[config.mk]
export PLATFORM = sky130hd
export DESIGN_NAME = dati_sqrt
export DESIGN_NICKNAME = d
export VERILOG_FILES = /design/src/design/dry_aware_triangle_interpolator_assert.svh /design/src/design/dati_pkg.sv /design/src/design/dati_sqrt.sv
export SDC_FILE = /design/constraint.sdc
export NUM_CORES = 2
export LEC_CHECK = 0
export BUFFER_PORTS_ARGS = -buffer_cell sky130_fd_sc_hd__buf_2
export CAP_MARGIN = 20
export CORE_MARGIN = 3
export CORE_UTILIZATION = 59
export DETAILED_ROUTE_END_ITERATION = 6
export PLACE_DENSITY = 0.8
export SYNTH_ARGS = -nofsm -noshare
export SYNTH_HDL_FRONTEND = slang
export SYNTH_MEMORY_MAX_BITS = 65536
export SYNTH_SLANG_ARGS = --single-unit
[constraint.sdc]
create_clock -name clk -period 3.57 [get_ports clk]
set_input_delay 0 -clock clk [delete_from_list [all_inputs] [get_ports clk]]
set_output_delay 0 -clock clk [all_outputs]
set_load 0.05 [all_outputs]
[src/design/dry_aware_triangle_interpolator_assert.svh]
// Assertion macros shared by the interpolator RTL.
// No dependencies; taken in by `include where checks are written.
`ifndef DRY_AWARE_TRIANGLE_INTERPOLATOR_ASSERT_SVH
`define DRY_AWARE_TRIANGLE_INTERPOLATOR_ASSERT_SVH

// Same-cycle implication, disabled while reset is asserted.
`define DATI_ASSERT_IMP(LBL, CLK, RSTN, ANTE, CONS) \
    LBL: assert property (@(posedge CLK) disable iff (!RSTN) (ANTE) |-> (CONS)) \
        else $error("dati: same-cycle check failed");

// Next-cycle implication, disabled while reset is asserted.
`define DATI_ASSERT_NEXT(LBL, CLK, RSTN, ANTE, CONS) \
    LBL: assert property (@(posedge CLK) disable iff (!RSTN) (ANTE) |=> (CONS)) \
        else $error("dati: next-cycle check failed");

`endif

[src/design/dati_pkg.sv]
// Shared constants, types and the arctangent table for the interpolator.
// No dependencies; used by all modules through scoped names.
package dati_pkg;

    localparam int VALUE_FRAC_BITS_DEF = 10;
    localparam int CORDIC_STEPS_DEF    = 16;
    localparam int CORDIC_MAX          = 24;

    localparam int VAL_W     = 32;
    localparam int W_W       = 16;
    localparam int FLOW_W    = 17;
    localparam int MODE_W    = 2;
    localparam int CFG_IDX_W = 1;

    // Output modes
    localparam logic [MODE_W-1:0] MODE_SCALAR    = 2'd0;
    localparam logic [MODE_W-1:0] MODE_VECTOR    = 2'd1;
    localparam logic [MODE_W-1:0] MODE_MAGNITUDE = 2'd2;
    localparam logic [MODE_W-1:0] MODE_DIRECTION = 2'd3;

    // Register indexes
    localparam logic [CFG_IDX_W-1:0] CFG_OUTPUT_MODE   = 1'b0;
    localparam logic [CFG_IDX_W-1:0] CFG_DEFAULT_VALUE = 1'b1;

    localparam logic signed [VAL_W-1:0] DEFAULT_RESET = -32'sd102398976;
    localparam logic signed [VAL_W-1:0] VAL_MAX       = 32'sh7FFF_FFFF;

    // Angles in degrees with 16 fraction bits
    localparam int ANG_W    = 32;
    localparam int ANG_FRAC = 16;
    localparam logic signed [ANG_W-1:0] ANG_180  = 32'sd11796480;
    localparam logic signed [ANG_W-1:0] ANG_M180 = -32'sd11796480;
    localparam logic signed [ANG_W-1:0] ANG_360  = 32'sd23592960;
    localparam logic signed [ANG_W-1:0] ANG_90   = 32'sd5898240;
    localparam logic signed [ANG_W-1:0] ANG_M90  = -32'sd5898240;

    localparam int CORDIC_W = 36;

    // Integer square root: 64-bit radicand, one result bit per stage
    localparam int SQRT_IN_W   = 64;
    localparam int SQRT_OUT_W  = 32;
    localparam int SQRT_STAGES = 32;
    localparam int SQRT_REM_W  = SQRT_OUT_W + 2;

    // Interpolation lane
    localparam int PROD_W     = VAL_W + W_W + 1;
    localparam int NUM_W      = PROD_W + 2;
    localparam int DIV_W      = 50;
    localparam int DEN_W      = 18;
    localparam int WEIGHT_ONE = 32768;
    localparam int LANE_LAT   = 3 + DIV_W + 1;

    // Lane result kinds
    localparam logic [1:0] KIND_DFLT  = 2'd0;
    localparam logic [1:0] KIND_FIRST = 2'd1;
    localparam logic [1:0] KIND_DIV   = 2'd2;

    typedef struct packed {
        logic [1:0]              kind;
        logic                    neg;
        logic [DEN_W-1:0]        den;
        logic signed [VAL_W-1:0] first;
    } lane_side_t;

    typedef struct packed {
        logic                     found;
        logic                     hasf;
        logic signed [FLOW_W-1:0] flow;
    } item_flags_t;

    // atan(2^-i) in degrees, 16 fraction bits
    function automatic logic signed [ANG_W-1:0] atan_entry(input int idx);
        case (idx)
            0:       return 32'sd2949120;
            1:       return 32'sd1740967;
            2:       return 32'sd919879;
            3:       return 32'sd466945;
            4:       return 32'sd234379;
            5:       return 32'sd117305;
            6:       return 32'sd58665;
            7:       return 32'sd29335;
            8:       return 32'sd14668;
            9:       return 32'sd7334;
            10:      return 32'sd3667;
            11:      return 32'sd1833;
            12:      return 32'sd917;
            13:      return 32'sd458;
            14:      return 32'sd229;
            15:      return 32'sd115;
            16:      return 32'sd57;
            17:      return 32'sd29;
            18:      return 32'sd14;
            19:      return 32'sd7;
            20:      return 32'sd4;
            21:      return 32'sd2;
            22:      return 32'sd1;
            default: return 32'sd0;
        endcase
    endfunction

endpackage

[src/design/dati_sqrt.sv]
// Pipelined floor square root, 64-bit radicand, one root bit per stage.
// Depends on dati_pkg.
module dati_sqrt (
    input  logic                             clk,
    input  logic                             en,
    input  logic [dati_pkg::SQRT_IN_W-1:0]   radicand,
    output logic [dati_pkg::SQRT_OUT_W-1:0]  root
);

    localparam int STG = dati_pkg::SQRT_STAGES;
    localparam int RW  = dati_pkg::SQRT_REM_W;
    localparam int IW  = dati_pkg::SQRT_IN_W;
    localparam int OW  = dati_pkg::SQRT_OUT_W;

    logic [RW-1:0] rem_reg  [STG];
    logic [OW-1:0] root_reg [STG];
    logic [IW-1:0] rad_reg  [STG];

    for (genvar s = 0; s < STG; s++) begin : g_stage
        logic [RW-1:0] rem_in;
        logic [RW-1:0] trial_rem;
        logic [RW-1:0] trial;
        logic [RW-1:0] rem_next;
        logic [OW-1:0] root_in;
        logic [OW-1:0] root_next;
        logic [IW-1:0] rad_in;

        if (s == 0) begin : g_first
            assign rem_in  = '0;
            assign root_in = '0;
            assign rad_in  = radicand;
        end
        else begin : g_rest
            assign rem_in  = rem_reg[s-1];
            assign root_in = root_reg[s-1];
            assign rad_in  = rad_reg[s-1];
        end

        // bring down two radicand bits, try (4*root + 1)
        always_comb
        begin
            trial_rem = {rem_in[RW-3:0], rad_in[IW-1-2*s -: 2]};
            trial     = {root_in, 2'b01};
            if (trial_rem >= trial)
            begin
                rem_next  = trial_rem - trial;
                root_next = {root_in[OW-2:0], 1'b1};
            end
            else
            begin
                rem_next  = trial_rem;
                root_next = {root_in[OW-2:0], 1'b0};
            end
        end

        always_ff @(posedge clk)
        begin
            if (en)
            begin
                rem_reg[s]  <= rem_next;
                root_reg[s] <= root_next;
                rad_reg[s]  <= rad_in;
            end
        end
    end

    assign root = root_reg[STG-1];

endmodule

==> impl_results.md <==
- RR Endpoint: rem_reg[1][179]$_DFFE_PP_
- Ant diodes: 0
- Layout net count: 9,979
- Drt first pass iters: 6
- GRT Util Overall: a little under a quarter
- Max-cap violations: 0
- CTS tree: built
- Max Clock Freq: around 290 MHz
- Layout cell share with drive strength beyond 1: 9.813%
- H-tree depth: 5
- Reg2reg setup slack: 0.09 ns
- Pleak: 50.22 nW
- # IOs: 98
- Top post-synthesis cells by area: edfxtp_1 65%, ha_1 6.2%, xnor2_1 3.0%, xor2_1 2.9%, inv_1 2.3%
- Layout area overhead: 13.68%
- Post-synth top flop: edfxtp_1
- First-pass GRT wire length: 370.7 mm
- Slew HR: between 40% and 50%
- Final Instance Area: ~130,000 um2
- Die ar.: between 150,000 and 200,000 um2
- Critical path peak fanout: 37
- Worst slew pin tran: ~0.75 ns
- Largest net degree at the start of global routing: 148
- Total gr overflow: 0
- Sequential fraction of the synthesis area: between 60% and 70%
- Reg2reg path depth: 11
- Post-synthesis register bit count: 2,465
- ANT nets after route: 0
- Number of global-route vias before repair: between 60,000 and 70,000
- Num CTS Buffers: around 270
- PortBufs: 97
- Pint: slightly above 60 mW
- Drt via density: approximately 5.8
- Crit path arrival time: 4.11 ns
- DP Area: about 120,000 um2
- Startpoint types: flip-flop
- Initial Utilization: a little under 60%
- Clock root buffer: clkbuf_16
- Combinational power share: 21.7%
- Drt drc: 0
- CP endpoint: rem_reg[1][179]$_DFFE_PP_
- Fraction of registers with async set/reset: 0%
- Yosys top cell by area: edfxtp_1
- Status: complete, no violations
- Crit end category: flip-flop
- Synth Instances: around 8,700
- Clk_skew: 0.05572 ns
- Global placement routability congestion: a little over 0.9
- Worst path required time: 4.21 ns
- Slew Limit Fails: 0
- Synth cell count leaders: 2,465 x edfxtp_1, 713 x inv_1, 604 x nand2_1
- Final Critical Period: 3.480 ns
- Final period utilization: 97.47%
- Vias: 69,710
- CTS clk-pin slew, worst paths: roughly 0.06 ns
- Clock Path Buffers: 4
- Max reg flops: 992
- Crit Path Category: reg2reg
- Setup TNS Final: 0 ns
- Setup crit start: rem_reg[1][136]$_DFFE_PP_
- R2R Path Start: rem_reg[1][136]$_DFFE_PP_
- Worst-Skew Late Latency: 0.90 ns
- Core area: between 150,000 and 200,000 um2
- Final setup violation count: 0
- Cell Area, Synth: 114,000 um2
- DP HPWL: about 160 mm
- Switching share of power: between 20% and 30%
- Post-synth top area share: between 60% and 70%
- PD cells: between 600 and 700 nW/um2
- Clock Sinks: 2,465
- Final Hold Viols: 0
- Chip width: about 450 um
- Synth warn: 0
- Switching pwr: roughly 23 mW
- Maximum vdd drop: slightly above 500 uV
- Rows: between 150 and 200
- EDFF count, synth: approximately 2,500
- Most common cell in the netlist: edfxtp_1
- Min-delay worst type: in2reg
- Synth Net Count: just over 9,000
- DR iter-0 viols: roughly 5,500
- Clk pwr share: 31.6%
- Initial antenna violation count: 1
- Synth cell types: slightly below 100
- Reg power frac: between 40% and 50%
- Mean area per synthesized cell: roughly 13 um2
- Final wirelength: ~230 mm
- Chip height: ~450 um
- Detail-routed net length per standard cell: 19.36 um
==> kinds of logic after synthesis <==
logic type,synth area share [%]
DFF,64.91
and+or+nand+nor,9.404
AOI/OAI and AO/OA,9.544
buffers and inverters,2.901
xor gates and xnor gates,5.990
adders and majority gates,6.155
muxes,1.097
other,0.003288
==> power by group through the flow <==
| stage | clock network, mW | registers (mW) | logic (mW) |
|---|---|---|---|
| 5_1_grt | 28.4 | 39.6 | 20.2 |
| 2_1_floorplan | 0 | 38.7 | 12.9 |
| 6_report | 26.6 | 39.3 | 18.2 |
| 3_5_place_dp | 0 | 39.8 | 17.6 |
| 3_3_place_gp | 0 | 39.8 | 17.2 |
| 4_1_cts | 27.3 | 39.3 | 17.9 |
==> per-stage QoR <==
stage | hold slack [ns] | util, % | power (mW) | worst slack (ns) | cells
finish | 0.2702 | 67.81 | 84.07 | 0.09021 | 12050
global route | 0.2439 | 67.81 | 88.26 | -0.03541 | 12050
CTS | 0.2086 | 67.61 | 84.43 | 0.01694 | 12040
detailed placement | 0.1783 | 62.50 | 57.42 | -0.2633 | 11450
global placement | 0.1770 | 62.50 | 56.93 | -0.2478 | 11450
floorplan | 0.09887 | - | 51.59 | 0.2721 | 8729
==> critical path, cell delays in order (launching register included) <==
cell and delay, ns:
edfxtp_1 0.42, ha_1 0.39, nor2b_1 0.17, o31a_1 0.28, o31ai_2 0.33, a21oi_1 0.21, a221oi_1 0.28, buf_4 0.19
o21ai_1 0.07, or3_1 0.36, buf_12 0.19, mux2_2 0.30
==> routing by layer <==
layer / share of wire, % / wire length (um) / vias to the layer above / GRT usage, %
li1: - / - / 33520 / -
met1: 41 / 94740 / 33680 / 29.37
met2: 51 / 118900 / 1915 / 41.29
met3: 4.2 / 9915 / 585 / 3.028
met4: 4.2 / 9688 / 2 / 9.404
met5: 0.0039 / 9 / - / 0
==> how the worst min path moves through the flow <==
stage | startpoint | endpoint | slack (ns) | cells past startpoint
finish | en | rad_reg[0][69]$_DFFE_PP_ | 0.27 | 2
global route | en | rad_reg[0][69]$_DFFE_PP_ | 0.24 | 2
CTS | en | rad_reg[0][64]$_DFFE_PP_ | 0.21 | 2
detailed placement | radicand[58] | rad_reg[0][58]$_DFFE_PP_ | 0.18 | 1
global placement | radicand[11] | rad_reg[0][11]$_DFFE_PP_ | 0.18 | 1
floorplan | radicand[0] | rad_reg[0][0]$_DFFE_PP_ | 0.1 | 0
==> area by class of cell <==
type | instances | area, um2
timing repair buffer | 497 | 4229
fill | 13060 | 61540
sequential | 2465 | 74020
inverter | 720 | 2703
clock buffer | 321 | 7161
multi-input combinational | 5394 | 37120
clock inverter | 141 | 1267
tap | 2511 | 3142
==> cells in the final DEF, fill, tap and decap left out, drive strengths merged, types with 115 or more instances in the layout <==
master       netlist  routed
nor3             209     209
ha               561     561
clkbuf           114     321
nor2             491     491
nand2b           115     115
o21ai            524     524
inv              720     725
edfxtp          2465    2465
xnor2            397     397
nor4             127     127
a21oi            510     510
nand2            605     605
nand3            151     151
a21o             231     231
xor2             383     383
buf               36     367
dlygate4sd3        0     130
==> timing repair <==
action | CTS | global route
endpoints found under the hold margin | 659 | 0
setup buffers | 1 | 8
setup endpoints to repair | 32 | 222
pin swaps | 0 | 7
hold buffers | 130 | 0
gates resized for setup | 7 | 66
cloned | 0 | 0
No activity file was read; power rests on OpenSTA's default activity.
